<file path="src/hdl/bqf_pkg.sv">
// Package for the multichannel biquad filter: widths, fixed-point constants,
// register index codes, sequencer states and the serial multiplier control word.
// No dependencies.
package bqf_pkg;

  localparam int SAMPLE_W     = 24;
  localparam int CH_W         = 4;
  localparam int COEF_W       = 32;
  localparam int STATE_W      = 40;
  localparam int FRAC_SHIFT   = 20;
  localparam int GUARD_SHIFT  = 8;
  localparam int PROD_W       = COEF_W + SAMPLE_W + 1;
  localparam int RND_W        = PROD_W - FRAC_SHIFT;
  localparam int ACC_W        = STATE_W + 1;
  localparam int YPRE_W       = ACC_W - GUARD_SHIFT;
  localparam int CNT_W        = $clog2(SAMPLE_W);
  localparam int CFG_IDX_W    = 3;
  localparam int CFG_DATA_W   = COEF_W;
  localparam int MAX_CHANNELS_DEF = 8;

  localparam logic signed [COEF_W-1:0] COEF_FF0_RST = COEF_W'(32'sh1000_0000);
  localparam logic signed [COEF_W-1:0] COEF_ZERO    = '0;

  typedef enum logic [CFG_IDX_W-1:0] {
    CFG_ENABLE = 3'd0,
    CFG_FF0    = 3'd1,
    CFG_FF1    = 3'd2,
    CFG_FF2    = 3'd3,
    CFG_FB1    = 3'd4,
    CFG_FB2    = 3'd5
  } cfg_idx_e;

  typedef enum logic [3:0] {
    S_IDLE,
    S_MUL_X,
    S_RND0,
    S_ACC,
    S_SATY,
    S_MUL_Y,
    S_DIFF,
    S_RND1,
    S_UPD,
    S_OUT
  } state_e;

  typedef struct packed {
    logic start;
    logic step;
    logic mbit;
    logic msb;
  } mul_ctrl_t;

endpackage

</file>
<file path="src/hdl/bqf_if.sv">
// Stream interfaces for the biquad filter: input word and output word channels.
// Depends on bqf_pkg.
interface bqf_in_if;
  logic                                 valid;
  logic                                 ready;
  logic signed [bqf_pkg::SAMPLE_W-1:0]  sample_in;
  logic        [bqf_pkg::CH_W-1:0]      channel;
  logic                                 end_of_block;

  modport source (output valid, sample_in, channel, end_of_block, input ready);
  modport sink   (input valid, sample_in, channel, end_of_block, output ready);
endinterface

interface bqf_out_if;
  logic                                 valid;
  logic                                 ready;
  logic signed [bqf_pkg::SAMPLE_W-1:0]  sample_out;
  logic        [bqf_pkg::CH_W-1:0]      channel_out;
  logic                                 last_out;

  modport source (output valid, sample_out, channel_out, last_out, input ready);
  modport sink   (input valid, sample_out, channel_out, last_out, output ready);
endinterface

</file>
<file path="src/hdl/bqf_serial_mul.sv">
// Bit-serial signed multiplier: coefficient times a sample fed LSB first,
// one bit per step, sign bit weighted negative. Depends on bqf_pkg.
module bqf_serial_mul (
  input  logic                                clk_i,
  input  bqf_pkg::mul_ctrl_t                  ctrl_i,
  input  logic signed [bqf_pkg::COEF_W-1:0]   coef_i,
  output logic signed [bqf_pkg::PROD_W-1:0]   prod_o
);

  localparam int HI_W = bqf_pkg::COEF_W + 1;

  logic signed [HI_W-1:0]               hi_q, hi_d;
  logic        [bqf_pkg::SAMPLE_W-1:0]  lo_q, lo_d;
  logic signed [HI_W-1:0]               coef_ext;
  logic signed [HI_W-1:0]               addend;
  logic signed [HI_W:0]                 sum;

  assign coef_ext = HI_W'(coef_i);

  always_comb begin
    addend = '0;
    if (ctrl_i.mbit) begin
      addend = ctrl_i.msb ? -coef_ext : coef_ext;
    end
    sum  = (HI_W+1)'(hi_q) + (HI_W+1)'(addend);
    hi_d = sum[HI_W:1];
    lo_d = {sum[0], lo_q[bqf_pkg::SAMPLE_W-1:1]};
  end

  always_ff @(posedge clk_i) begin
    if (ctrl_i.start) begin
      hi_q <= '0;
      lo_q <= '0;
    end else if (ctrl_i.step) begin
      hi_q <= hi_d;
      lo_q <= lo_d;
    end
  end

  assign prod_o = {hi_q, lo_q};

endmodule

</file>
<file path="src/hdl/bqf_delay_store.sv">
// Per-channel delay state (two 40-bit words per channel), cleared by reset,
// one write port, registered read. Depends on bqf_pkg.
module bqf_delay_store #(
  parameter int MAX_CHANNELS = bqf_pkg::MAX_CHANNELS_DEF
) (
  input  logic                                clk_i,
  input  logic                                rst_ni,
  input  logic [bqf_pkg::CH_W-1:0]            addr_i,
  input  logic                                we_i,
  input  logic signed [bqf_pkg::STATE_W-1:0]  wr_one_i,
  input  logic signed [bqf_pkg::STATE_W-1:0]  wr_two_i,
  output logic signed [bqf_pkg::STATE_W-1:0]  rd_one_o,
  output logic signed [bqf_pkg::STATE_W-1:0]  rd_two_o
);

  localparam int AW = (MAX_CHANNELS > 1) ? $clog2(MAX_CHANNELS) : 1;

  logic signed [bqf_pkg::STATE_W-1:0] one_q [MAX_CHANNELS];
  logic signed [bqf_pkg::STATE_W-1:0] two_q [MAX_CHANNELS];
  logic [AW-1:0] idx;

  assign idx = addr_i[AW-1:0];

  always_ff @(posedge clk_i or negedge rst_ni) begin
    if (!rst_ni) begin
      for (int i = 0; i < MAX_CHANNELS; i++) begin
        one_q[i] <= '0;
        two_q[i] <= '0;
      end
    end else if (we_i) begin
      one_q[idx] <= wr_one_i;
      two_q[idx] <= wr_two_i;
    end
  end

  always_ff @(posedge clk_i) begin
    rd_one_o <= one_q[idx];
    rd_two_o <= two_q[idx];
  end

endmodule

</file>
<file path="src/hdl/biquad_filter_multichannel.sv">
// Multichannel transposed direct form II biquad, bit-serial arithmetic.
// Depends on bqf_pkg, bqf_if, bqf_serial_mul, bqf_delay_store.
//
//   channel | dir | handshake   | word
//   in_i    | in  | valid/ready | sample_in[23:0], channel[3:0], end_of_block
//   out_o   | out | valid/ready | sample_out[23:0], channel_out[3:0], last_out
//   cfg     | in  | cfg_we_i    | cfg_idx_i[2:0], cfg_wdata_i[31:0]
//
// A filtered word goes from accept to the output register through two passes
// of the bit-serial multipliers (input sample, then output sample) plus
// rounding, accumulate and state update steps.
// A passed-through word skips the multipliers and goes straight to S_OUT.
// One word is in flight; the next is accepted while the last result waits.
// Reset clears the delay state of every channel and loads register defaults.
module biquad_filter_multichannel #(
  parameter int MAX_CHANNELS = bqf_pkg::MAX_CHANNELS_DEF
) (
  input  logic                                 clk_i,
  input  logic                                 rst_ni,
  bqf_in_if.sink                               in_i,
  bqf_out_if.source                            out_o,
  input  logic                                 cfg_we_i,
  input  logic [bqf_pkg::CFG_IDX_W-1:0]        cfg_idx_i,
  input  logic [bqf_pkg::CFG_DATA_W-1:0]       cfg_wdata_i
);

  localparam int SW = bqf_pkg::SAMPLE_W;
  localparam int PW = bqf_pkg::PROD_W;
  localparam int RW = bqf_pkg::RND_W;
  localparam int AW = bqf_pkg::ACC_W;
  localparam int YW = bqf_pkg::YPRE_W;
  localparam int DW = bqf_pkg::STATE_W;
  localparam int CW = bqf_pkg::CH_W;
  localparam int NW = bqf_pkg::CNT_W;

  localparam logic signed [PW-1:0] RND_FRAC  = PW'(1) << (bqf_pkg::FRAC_SHIFT - 1);
  localparam logic signed [AW-1:0] RND_GUARD = AW'(1) << (bqf_pkg::GUARD_SHIFT - 1);

  // configuration
  logic                                  enable_q;
  logic signed [bqf_pkg::COEF_W-1:0]     ff0_q, ff1_q, ff2_q, fb1_q, fb2_q;

  always_ff @(posedge clk_i or negedge rst_ni) begin
    if (!rst_ni) begin
      enable_q <= 1'b1;
      ff0_q    <= bqf_pkg::COEF_FF0_RST;
      ff1_q    <= bqf_pkg::COEF_ZERO;
      ff2_q    <= bqf_pkg::COEF_ZERO;
      fb1_q    <= bqf_pkg::COEF_ZERO;
      fb2_q    <= bqf_pkg::COEF_ZERO;
    end else if (cfg_we_i) begin
      unique case (bqf_pkg::cfg_idx_e'(cfg_idx_i))
        bqf_pkg::CFG_ENABLE: enable_q <= cfg_wdata_i[0];
        bqf_pkg::CFG_FF0:    ff0_q    <= cfg_wdata_i;
        bqf_pkg::CFG_FF1:    ff1_q    <= cfg_wdata_i;
        bqf_pkg::CFG_FF2:    ff2_q    <= cfg_wdata_i;
        bqf_pkg::CFG_FB1:    fb1_q    <= cfg_wdata_i;
        bqf_pkg::CFG_FB2:    fb2_q    <= cfg_wdata_i;
        default: ;
      endcase
    end
  end

  // sequencer
  bqf_pkg::state_e state_q, state_d;
  logic [NW-1:0]   cnt_q;
  logic            last_bit;
  logic            accept;
  logic            bypass_in;
  logic            bypass_q;
  logic            out_valid_q;
  logic            out_free;
  logic            out_load;
  logic            store_we;
  bqf_pkg::mul_ctrl_t ctrl_x, ctrl_y;

  logic signed [SW-1:0] x_q;
  logic        [SW-1:0] x_sr_q, y_sr_q;
  logic        [CW-1:0] ch_q;
  logic                 eob_q;

  assign last_bit  = (cnt_q == NW'(SW - 1));
  assign out_free  = !out_valid_q || out_o.ready;
  assign accept    = in_i.valid && in_i.ready;
  assign bypass_in = !enable_q || ({1'b0, in_i.channel} >= (CW+1)'(MAX_CHANNELS));

  always_comb begin
    state_d = state_q;
    unique case (state_q)
      bqf_pkg::S_IDLE:  if (in_i.valid) begin
                          state_d = bypass_in ? bqf_pkg::S_OUT : bqf_pkg::S_MUL_X;
                        end
      bqf_pkg::S_MUL_X: if (last_bit) state_d = bqf_pkg::S_RND0;
      bqf_pkg::S_RND0:  state_d = bqf_pkg::S_ACC;
      bqf_pkg::S_ACC:   state_d = bqf_pkg::S_SATY;
      bqf_pkg::S_SATY:  state_d = bqf_pkg::S_MUL_Y;
      bqf_pkg::S_MUL_Y: if (last_bit) state_d = bqf_pkg::S_DIFF;
      bqf_pkg::S_DIFF:  state_d = bqf_pkg::S_RND1;
      bqf_pkg::S_RND1:  state_d = bqf_pkg::S_UPD;
      bqf_pkg::S_UPD:   state_d = bqf_pkg::S_OUT;
      bqf_pkg::S_OUT:   if (out_free) state_d = bqf_pkg::S_IDLE;
      default:          state_d = bqf_pkg::S_IDLE;
    endcase
  end

  always_comb begin
    in_i.ready   = (state_q == bqf_pkg::S_IDLE);
    ctrl_x.start = accept;
    ctrl_x.step  = (state_q == bqf_pkg::S_MUL_X);
    ctrl_x.mbit  = x_sr_q[0];
    ctrl_x.msb   = last_bit;
    ctrl_y.start = (state_q == bqf_pkg::S_SATY);
    ctrl_y.step  = (state_q == bqf_pkg::S_MUL_Y);
    ctrl_y.mbit  = y_sr_q[0];
    ctrl_y.msb   = last_bit;
    store_we     = (state_q == bqf_pkg::S_UPD);
    out_load     = (state_q == bqf_pkg::S_OUT) && out_free;
  end

  always_ff @(posedge clk_i or negedge rst_ni) begin
    if (!rst_ni) begin
      state_q <= bqf_pkg::S_IDLE;
      cnt_q   <= '0;
    end else begin
      state_q <= state_d;
      if (ctrl_x.step || ctrl_y.step) begin
        cnt_q <= last_bit ? '0 : cnt_q + NW'(1);
      end
    end
  end

  // multipliers
  logic signed [PW-1:0] p_ff0, p_ff1, p_ff2, p_fb1, p_fb2;

  bqf_serial_mul u_mul_ff0 (.clk_i, .ctrl_i(ctrl_x), .coef_i(ff0_q), .prod_o(p_ff0));
  bqf_serial_mul u_mul_ff1 (.clk_i, .ctrl_i(ctrl_x), .coef_i(ff1_q), .prod_o(p_ff1));
  bqf_serial_mul u_mul_ff2 (.clk_i, .ctrl_i(ctrl_x), .coef_i(ff2_q), .prod_o(p_ff2));
  bqf_serial_mul u_mul_fb1 (.clk_i, .ctrl_i(ctrl_y), .coef_i(fb1_q), .prod_o(p_fb1));
  bqf_serial_mul u_mul_fb2 (.clk_i, .ctrl_i(ctrl_y), .coef_i(fb2_q), .prod_o(p_fb2));

  // delay state
  logic signed [DW-1:0] rd_one, rd_two, wr_one, wr_two;

  bqf_delay_store #(.MAX_CHANNELS(MAX_CHANNELS)) u_store (
    .clk_i,
    .rst_ni,
    .addr_i   (ch_q),
    .we_i     (store_we),
    .wr_one_i (wr_one),
    .wr_two_i (wr_two),
    .rd_one_o (rd_one),
    .rd_two_o (rd_two)
  );

  // datapath
  logic signed [PW-1:0] p0_sum, s1_sum, s2_sum;
  logic signed [RW-1:0] p0r_q, r1_q, r2_q;
  logic signed [AW-1:0] acc_q, acc_rnd, d1_sum;
  logic signed [YW-1:0] y_pre;
  logic signed [SW-1:0] y_sat, y_q;
  logic signed [PW-1:0] s1_q, s2_q;

  assign p0_sum  = p_ff0 + RND_FRAC;
  assign s1_sum  = s1_q + RND_FRAC;
  assign s2_sum  = s2_q + RND_FRAC;
  assign acc_rnd = acc_q + RND_GUARD;
  assign y_pre   = acc_rnd[AW-1:bqf_pkg::GUARD_SHIFT];
  assign d1_sum  = AW'(r1_q) + AW'(rd_two);

  always_comb begin
    if (y_pre[YW-1:SW-1] == '0 || y_pre[YW-1:SW-1] == '1) begin
      y_sat = y_pre[SW-1:0];
    end else begin
      y_sat = y_pre[YW-1] ? {1'b1, {(SW-1){1'b0}}} : {1'b0, {(SW-1){1'b1}}};
    end
    if (d1_sum[AW-1] == d1_sum[AW-2]) begin
      wr_one = d1_sum[DW-1:0];
    end else begin
      wr_one = d1_sum[AW-1] ? {1'b1, {(DW-1){1'b0}}} : {1'b0, {(DW-1){1'b1}}};
    end
    wr_two = DW'(r2_q);
  end

  always_ff @(posedge clk_i) begin
    if (accept) begin
      x_q      <= in_i.sample_in;
      x_sr_q   <= in_i.sample_in;
      ch_q     <= in_i.channel;
      eob_q    <= in_i.end_of_block;
      bypass_q <= bypass_in;
    end else if (ctrl_x.step) begin
      x_sr_q <= {1'b0, x_sr_q[SW-1:1]};
    end
    unique case (state_q)
      bqf_pkg::S_RND0:  p0r_q <= p0_sum[PW-1:bqf_pkg::FRAC_SHIFT];
      bqf_pkg::S_ACC:   acc_q <= AW'(p0r_q) + AW'(rd_one);
      bqf_pkg::S_SATY: begin
        y_q    <= y_sat;
        y_sr_q <= y_sat;
      end
      bqf_pkg::S_MUL_Y: y_sr_q <= {1'b0, y_sr_q[SW-1:1]};
      bqf_pkg::S_DIFF: begin
        s1_q <= p_ff1 - p_fb1;
        s2_q <= p_ff2 - p_fb2;
      end
      bqf_pkg::S_RND1: begin
        r1_q <= s1_sum[PW-1:bqf_pkg::FRAC_SHIFT];
        r2_q <= s2_sum[PW-1:bqf_pkg::FRAC_SHIFT];
      end
      default: ;
    endcase
  end

  // output register
  logic signed [SW-1:0] out_sample_q;
  logic        [CW-1:0] out_ch_q;
  logic                 out_last_q;

  always_ff @(posedge clk_i or negedge rst_ni) begin
    if (!rst_ni) begin
      out_valid_q <= 1'b0;
    end else if (out_load) begin
      out_valid_q <= 1'b1;
    end else if (out_o.ready) begin
      out_valid_q <= 1'b0;
    end
  end

  always_ff @(posedge clk_i) begin
    if (out_load) begin
      out_sample_q <= bypass_q ? x_q : y_q;
      out_ch_q     <= ch_q;
      out_last_q   <= eob_q;
    end
  end

  assign out_o.valid       = out_valid_q;
  assign out_o.sample_out  = out_sample_q;
  assign out_o.channel_out = out_ch_q;
  assign out_o.last_out    = out_last_q;

endmodule

</file>
<file path="src/flat_wrapper.sv">
// flat-port wrapper written by rule: the top's interface ports become plain ports
module biquad_filter_multichannel_flat 
#(
  parameter int MAX_CHANNELS = bqf_pkg::MAX_CHANNELS_DEF
)
  (clk_i, rst_ni, cfg_we_i, cfg_idx_i, cfg_wdata_i, in_i_valid, in_i_sample_in, in_i_channel, in_i_end_of_block, in_i_ready, out_o_valid, out_o_sample_out, out_o_channel_out, out_o_last_out, out_o_ready);
  bqf_in_if in_i_i ();
  bqf_out_if out_o_i ();
  input  logic clk_i;
  input  logic rst_ni;
  input  logic cfg_we_i;
  input  logic [bqf_pkg::CFG_IDX_W-1:0] cfg_idx_i;
  input  logic [bqf_pkg::CFG_DATA_W-1:0] cfg_wdata_i;
  input wire logic [$bits(in_i_i.valid)-1:0] in_i_valid;
  input wire logic [$bits(in_i_i.sample_in)-1:0] in_i_sample_in;
  input wire logic [$bits(in_i_i.channel)-1:0] in_i_channel;
  input wire logic [$bits(in_i_i.end_of_block)-1:0] in_i_end_of_block;
  output wire logic [$bits(in_i_i.ready)-1:0] in_i_ready;
  output wire logic [$bits(out_o_i.valid)-1:0] out_o_valid;
  output wire logic [$bits(out_o_i.sample_out)-1:0] out_o_sample_out;
  output wire logic [$bits(out_o_i.channel_out)-1:0] out_o_channel_out;
  output wire logic [$bits(out_o_i.last_out)-1:0] out_o_last_out;
  input wire logic [$bits(out_o_i.ready)-1:0] out_o_ready;
  assign in_i_i.valid = in_i_valid;
  assign in_i_i.sample_in = in_i_sample_in;
  assign in_i_i.channel = in_i_channel;
  assign in_i_i.end_of_block = in_i_end_of_block;
  assign in_i_ready = in_i_i.ready;
  assign out_o_valid = out_o_i.valid;
  assign out_o_sample_out = out_o_i.sample_out;
  assign out_o_channel_out = out_o_i.channel_out;
  assign out_o_last_out = out_o_i.last_out;
  assign out_o_i.ready = out_o_ready;
  biquad_filter_multichannel #(.MAX_CHANNELS(MAX_CHANNELS)) u_core (.clk_i(clk_i), .rst_ni(rst_ni), .in_i(in_i_i), .out_o(out_o_i), .cfg_we_i(cfg_we_i), .cfg_idx_i(cfg_idx_i), .cfg_wdata_i(cfg_wdata_i));
endmodule
</file>
<file path="config.mk">
export PLATFORM = sky130hd
export DESIGN_NAME = biquad_filter_multichannel_flat
export DESIGN_NICKNAME = d
export VERILOG_FILES = /design/src/hdl/bqf_pkg.sv /design/src/hdl/bqf_if.sv /design/src/hdl/bqf_serial_mul.sv /design/src/hdl/bqf_delay_store.sv /design/src/hdl/biquad_filter_multichannel.sv /design/src/flat_wrapper.sv
export SDC_FILE = /design/constraint.sdc
export NUM_CORES = 2
export LEC_CHECK = 0
export BUFFER_PORTS_ARGS = -buffer_cell sky130_fd_sc_hd__buf_4
export CAP_MARGIN = 25
export CORE_MARGIN = 2
export CORE_UTILIZATION = 58
export DETAILED_ROUTE_END_ITERATION = 12
export PLACE_DENSITY_LB_ADDON = 0.12
export SLEW_MARGIN = 10
export SYNTH_ARGS = -nofsm -noshare
export SYNTH_HDL_FRONTEND = slang
export SYNTH_HIERARCHICAL = 1
export SYNTH_SLANG_ARGS = --single-unit
</file>
<file path="constraint.sdc">
create_clock -name clk_i -period 4.1 [get_ports clk_i]
set_input_delay 0 -clock clk_i [delete_from_list [all_inputs] [get_ports clk_i]]
set_output_delay 0 -clock clk_i [all_outputs]
set_load 0.03 [all_outputs]
</file>
Word level (Yosys, flattened, before mapping)
Cells that the tools add are included.
- output and inout bits: 31
- input bits: 69
- flip-flop bits (word level): 1573
- equality and inequality tests: 21
- bitwise gates (word level): 1
- multiplexer cells: 37
- reduce and logical (&&, ||, !) cells: 22
- $add $sub $neg: 19
- order comparisons: 3
- operators with widths (cell ; count):
    320-bit bitwise mux ; 2
    33-bit 2-to-1 mux ; 10
    40-bit 2-to-1 mux ; 7
    40-bit binary-select mux with 3-bit select ; 2
    57-bit by 21-bit adder with 57-bit output, second input constant ; 3
    33-bit by 33-bit adder with 34-bit output ; 5
    32-bit negator with 33-bit output ; 5
    40-bit demux with 3-bit select ; 1
    24-bit 2-to-1 mux ; 5
    57-bit subtractor ; 2
    37-bit by 40-bit adder with 41-bit output ; 2
    24-bit case mux with 2 select lines ; 1
    41-bit by 9-bit adder with 41-bit output, second input constant ; 1
    4-bit case mux with 10 select lines ; 1
    4-bit 2-to-1 mux ; 5
    4-bit by 3-bit == test with 1-bit output, second input constant ; 4
    2-bit AND reduction ; 6
    10-bit == test, second input constant ; 1
    10-bit logical NOT ; 1
    4-bit by 2-bit == test with 1-bit output, second input constant ; 2
    4-bit == test, second input constant ; 2
    4-bit >= comparator, second input constant ; 2
    3-bit by 2-bit == test with 1-bit output, second input constant ; 2
    3-bit == test, second input constant ; 2
    other kinds (18) ; 29

Depth between registers and ports, before layout
- word-level depth: 6
- depth in mapped cells: 18
- mapped depth without buffers: 17

Modules after synthesis
The synthesis kept the hierarchy.
- by module, submodules not included (module ; cells an instance ; times used ; sequential area each (um^2) ; area an instance (um^2)):
    bqf_delay_store ; 2003 ; 1 ; 17616.9 ; 30668.2
    biquad_filter_multichannel ; 2547 ; 1 ; 14851.7 ; 29518.3
    bqf_serial_mul at u_core.u_mul_fb2 ... ; 608 ; 3 ; 1141.1 ; 4783.3
    bqf_serial_mul at u_core.u_mul_fb1 ... ; 625 ; 2 ; 1141.1 ; 4807.1

Worst setup path before layout
No wires, ideal clock.
- path kind: flip-flop to flip-flop
- start point: reg u_core.state_q[2]
- end point: reg u_core.s1_q[19] (enable)
- arrival: 3.971 ns
- stages on the path, launching flop included: 4
- buffers on the path: 1
- path slack: -0.381 ns
- setup time: 0.511 ns
- cells stage by stage: dfrtp_1 -> clkbuf_1 -> nand2b_1 -> nor2_1
- cells in the longest elaborated chain, start to end: 1
- ends and longest elaborated chain (what ; line ; RTL):
    start: declaration ; biquad_filter_multichannel.sv:65 ; bqf_pkg::state_e state_q, state_d;
    start signal: assignment ; biquad_filter_multichannel.sv:122 ; state_q <= bqf_pkg::S_IDLE;
    start signal: assignment ; biquad_filter_multichannel.sv:125 ; state_q <= state_d;
    4-bit by 3-bit == test with 1-bit output ; biquad_filter_multichannel.sv:194 ; unique case (state_q)
    end signal: assignment ; biquad_filter_multichannel.sv:203 ; s1_q <= p_ff1 - p_fb1;
    end: declaration ; biquad_filter_multichannel.sv:161 ; logic signed [PW-1:0] s1_q, s2_q;
Every way passes these cells.
A chain may end at the register's enable or synchronous reset.

Worst setup path after layout
- start point: reg u_core/ff1_q[16] in the netlist's numbering
- end point: reg u_core.u_mul_ff1.hi_q[30]
- cells in the longest elaborated chain, start to end: 4
- ends and longest elaborated chain (what ; line ; RTL):
    start: declaration ; biquad_filter_multichannel.sv:41 ; logic signed [bqf_pkg::COEF_W-1:0] ff0_q, ff1_q, ff2_q, fb1_q, fb2_q;
    start signal: assignment ; biquad_filter_multichannel.sv:47 ; ff1_q <= bqf_pkg::COEF_ZERO;
    start signal: assignment ; biquad_filter_multichannel.sv:55 ; bqf_pkg::CFG_FF1: ff1_q <= cfg_wdata_i;
    32-bit negator with 33-bit output ; bqf_serial_mul.sv:23 ; addend = ctrl_i.msb ? -coef_ext : coef_ext;
    33-bit 2-to-1 mux * ; bqf_serial_mul.sv:23 ;
    33-bit 2-to-1 mux * ; bqf_serial_mul.sv:22 ; if (ctrl_i.mbit) begin
    33-bit by 33-bit adder with 34-bit output * ; bqf_serial_mul.sv:25 ; sum = (HI_W+1)'(hi_q) + (HI_W+1)'(addend);
    end signal: assignment ; bqf_serial_mul.sv:35 ; hi_q <= hi_d;
    end: declaration ; bqf_serial_mul.sv:12 ; logic signed [HI_W-1:0] hi_q, hi_d;
Every way passes the cells marked *; elsewhere a longest branch is shown, timed or not.

==> results.txt <==
IO Port Bufs: 99
PwrDens: 731 nW/um^2
Final Power: 70.8 mW
RD Place Congestion: 0.970
Skew final: 0.0443 ns
Comb power frac: 0.466
Mean Syn Cell Area: 11.0 sq um
Worst slew margin: 0.264
Type of origin of the critical path: register
Register area: 37800 sq um
Final slew viol count: 0
DIE HEIGHT: 383 microns
Largest net degree at the start of global routing: 99
WHS: 0.0545 ns
Vias in the first global route: 60.3k
CTS sink cnt: 1509
Initial DRC Count: 5381
Final #Nets: 8454
Remaining antenna violation count: 0
CTS tree: yes
Clk slew on worst S/H paths: 0.06 ns
Share of cells above drive strength 1: 0.247
Clock power frac: 0.206
Switch share: 0.392
Net Sw Power: 27.8 mW
Total GRT Usage: 0.317
Routed WL per cell: 23.7 microns
Cell Count, Final, Fillers Out: 10.1k
Antenna violations before repair: 8
Final Critical Period: 4.23 ns
Die X: 383 microns
Hold Fails Final Rpt: 0
Int Power: 43.1 mW
Setup ws final: -0.133 ns
Final Util: 0.676
DP HPWL: 165000 microns
Hold Crit Class: in -> reg
Rows: 139
Iteration count of the initial detailed-routing pass: 6
Post-Syn Area: 83500 sq um
Max FO, Critical Path: 5
Req. time, crit path: 4.78 ns
Status: finished, violations left
Initial Util: 0.583
Dpl cells: 9611
Clock buffer depth: 3
Setup Viol. Count Final: 4
Detailed Route WL: 238000 microns
Root buf cell: clkbuf_16
H-Tree Level Count: 4
Leakage Power: 42.4 nW
Synth Instances: 7565
Post-Syn Nets: 8004
CP arrival: 4.91 ns
RSZ-0062 raised after global routing: true
Fill count: 10.9k
Max-cap violation count: 0
Area grow syn2layout: 16.0%
Core Region: 143000 sq um
Total grt overflow: 0
Achievable Freq: 236 MHz
IO Pins: 100
CP endpoint kind: register
DR vias/cell: 6.18
Sequential Power Share: 0.328
Least-Margin Pin Slew: 1.10 ns
Via Count: 62.2k
IR drop worst, VDD: 0.477 mV
Multi-input gate area: 44800 sq um
First-pass GRT wire length: 362000 microns
Setup CP Type: reg -> reg
Failing checks: negative setup slack
Total CTS buffers: 161
Fin crit share: 1.03
Die ar.: 147000 sq um
Yosys warns: 6
# DRC: 0
Worst-Skew Late Latency: 0.81 ns
## power groups by stage
stage	logic (mW)	clock network [mW]	registers [mW]
floorplan	21.9	0	22.2
global placement	30.2	0	23.1
detailed placement	30.9	0	23.3
CTS	31.3	14.8	23.1
global route	35.9	15.5	23.6
finish	33.0	14.6	23.2
## final timing paths
check	start	to	slack, ns	cells past startpoint
hold / removal	in_i_sample_in[17]	u_core/x_sr_q[17]	0.05	3
setup reg to reg	u_core/ff1_q[16]	u_core/u_mul_ff1/hi_q[30]	-0.13	16
max in group asynchronous	rst_ni	u_core/u_store/two_q[267]	2.82	5
hold reg to reg	u_core/eob_q	u_core/out_o.last_out	0.42	0
setup / recovery	u_core/ff1_q[16]	u_core/u_mul_ff1/hi_q[30]	-0.13	16
min in group asynchronous	rst_ni	u_core/u_store/two_q[168]	0.52	4
## layout by cell type, fill, tap and decap left out, drive strengths merged, types with 185 or more instances in the layout
master	instances
xnor2	327
mux2i	353
buf	541
o21ai	269
nor2	450
dfxtp	346
mux2	895
edfxtp	352
ha	364
clkbuf	236
a21o	185
nand2	423
a21oi	401
dfrtp	809
inv	212
## layer usage
| metal | vias to the layer above | global-route usage | wire [microns] |
|---|---|---|---|
| met4 | 2 | 0.0940 | 6660 |
| li1 | 28800 | - | - |
| met5 | - | 0 | 13 |
| met3 | 353 | 0.0351 | 12100 |
| met2 | 1842 | 0.512 | 111000 |
| met1 | 31100 | 0.451 | 108000 |
## flip-flops by register name (all words and copies together), names as in the netlist, 32 cells and up
name and flops:
u_core/u_mul_ff1/hi_q 33, u_core/u_store/one_q 320, u_core/fb2_q 32, u_core/u_mul_fb2/hi_q 33, u_core/s2_q 38, u_core/acc_q 34, u_core/s1_q 38, u_core/u_store/rd_two_o 40
u_core/u_mul_ff0/hi_q 33, u_core/u_store/rd_one_o 40, u_core/r2_q 37, u_core/u_mul_fb1/hi_q 33, u_core/p0r_q 37, u_core/ff2_q 32, u_core/r1_q 37, u_core/ff0_q 32
u_core/ff1_q 32, u_core/u_store/two_q 320, u_core/fb1_q 32, u_core/u_mul_ff2/hi_q 33
## through the flow
stage	instance area [sq um]	setup TNS (ns)	setup slack [ns]
6_report	96900	-0.393	-0.133
3_5_place_dp	88600	-0.909	-0.145
5_1_grt	96900	-1.93	-0.230
4_1_cts	95300	-0.0415	-0.0208
3_3_place_gp	88500	-0.257	-0.0932
2_1_floorplan	83500	0	0.00666
## worst max-delay path, stage by stage (launching register included)
cell      delay, ns
dfrtp_1        0.39
or3_4          0.39
or4_4          0.43
or3_4          0.34
or4_4          0.57
buf_6          0.15
o21ai_2        0.12
xnor2_1        0.13
and2_4         0.17
ha_4           0.20
a21o_1         0.17
a21o_1         0.18
a221oi_2       0.22
o31a_1         0.20
o311ai_2       0.11
xor2_1         0.15
a22o_1         0.20
## repair_timing
action	in CTS	in global routing
hold buffers	110	0
endpoints found under the hold margin	942	0
endpoints found under the setup margin	31	229
resized for setup	49	272
pin swaps	14	120
setup buffers	4	28
## final cells by class
| class | instances | area share |
|---|---|---|
| flip-flops and latches | 1509 | 0.390 |
| multi-input cells | 5486 | 0.463 |
| repair buffers | 650 | 0.0592 |
| clock inverters | 66 | 0.00764 |
| diodes | 2 | 0.0000517 |
| well taps | 1903 | 0.0246 |
| clock buffers | 236 | 0.0476 |
| inverters | 207 | 0.00808 |
Power figures use the tool's default switching activity.
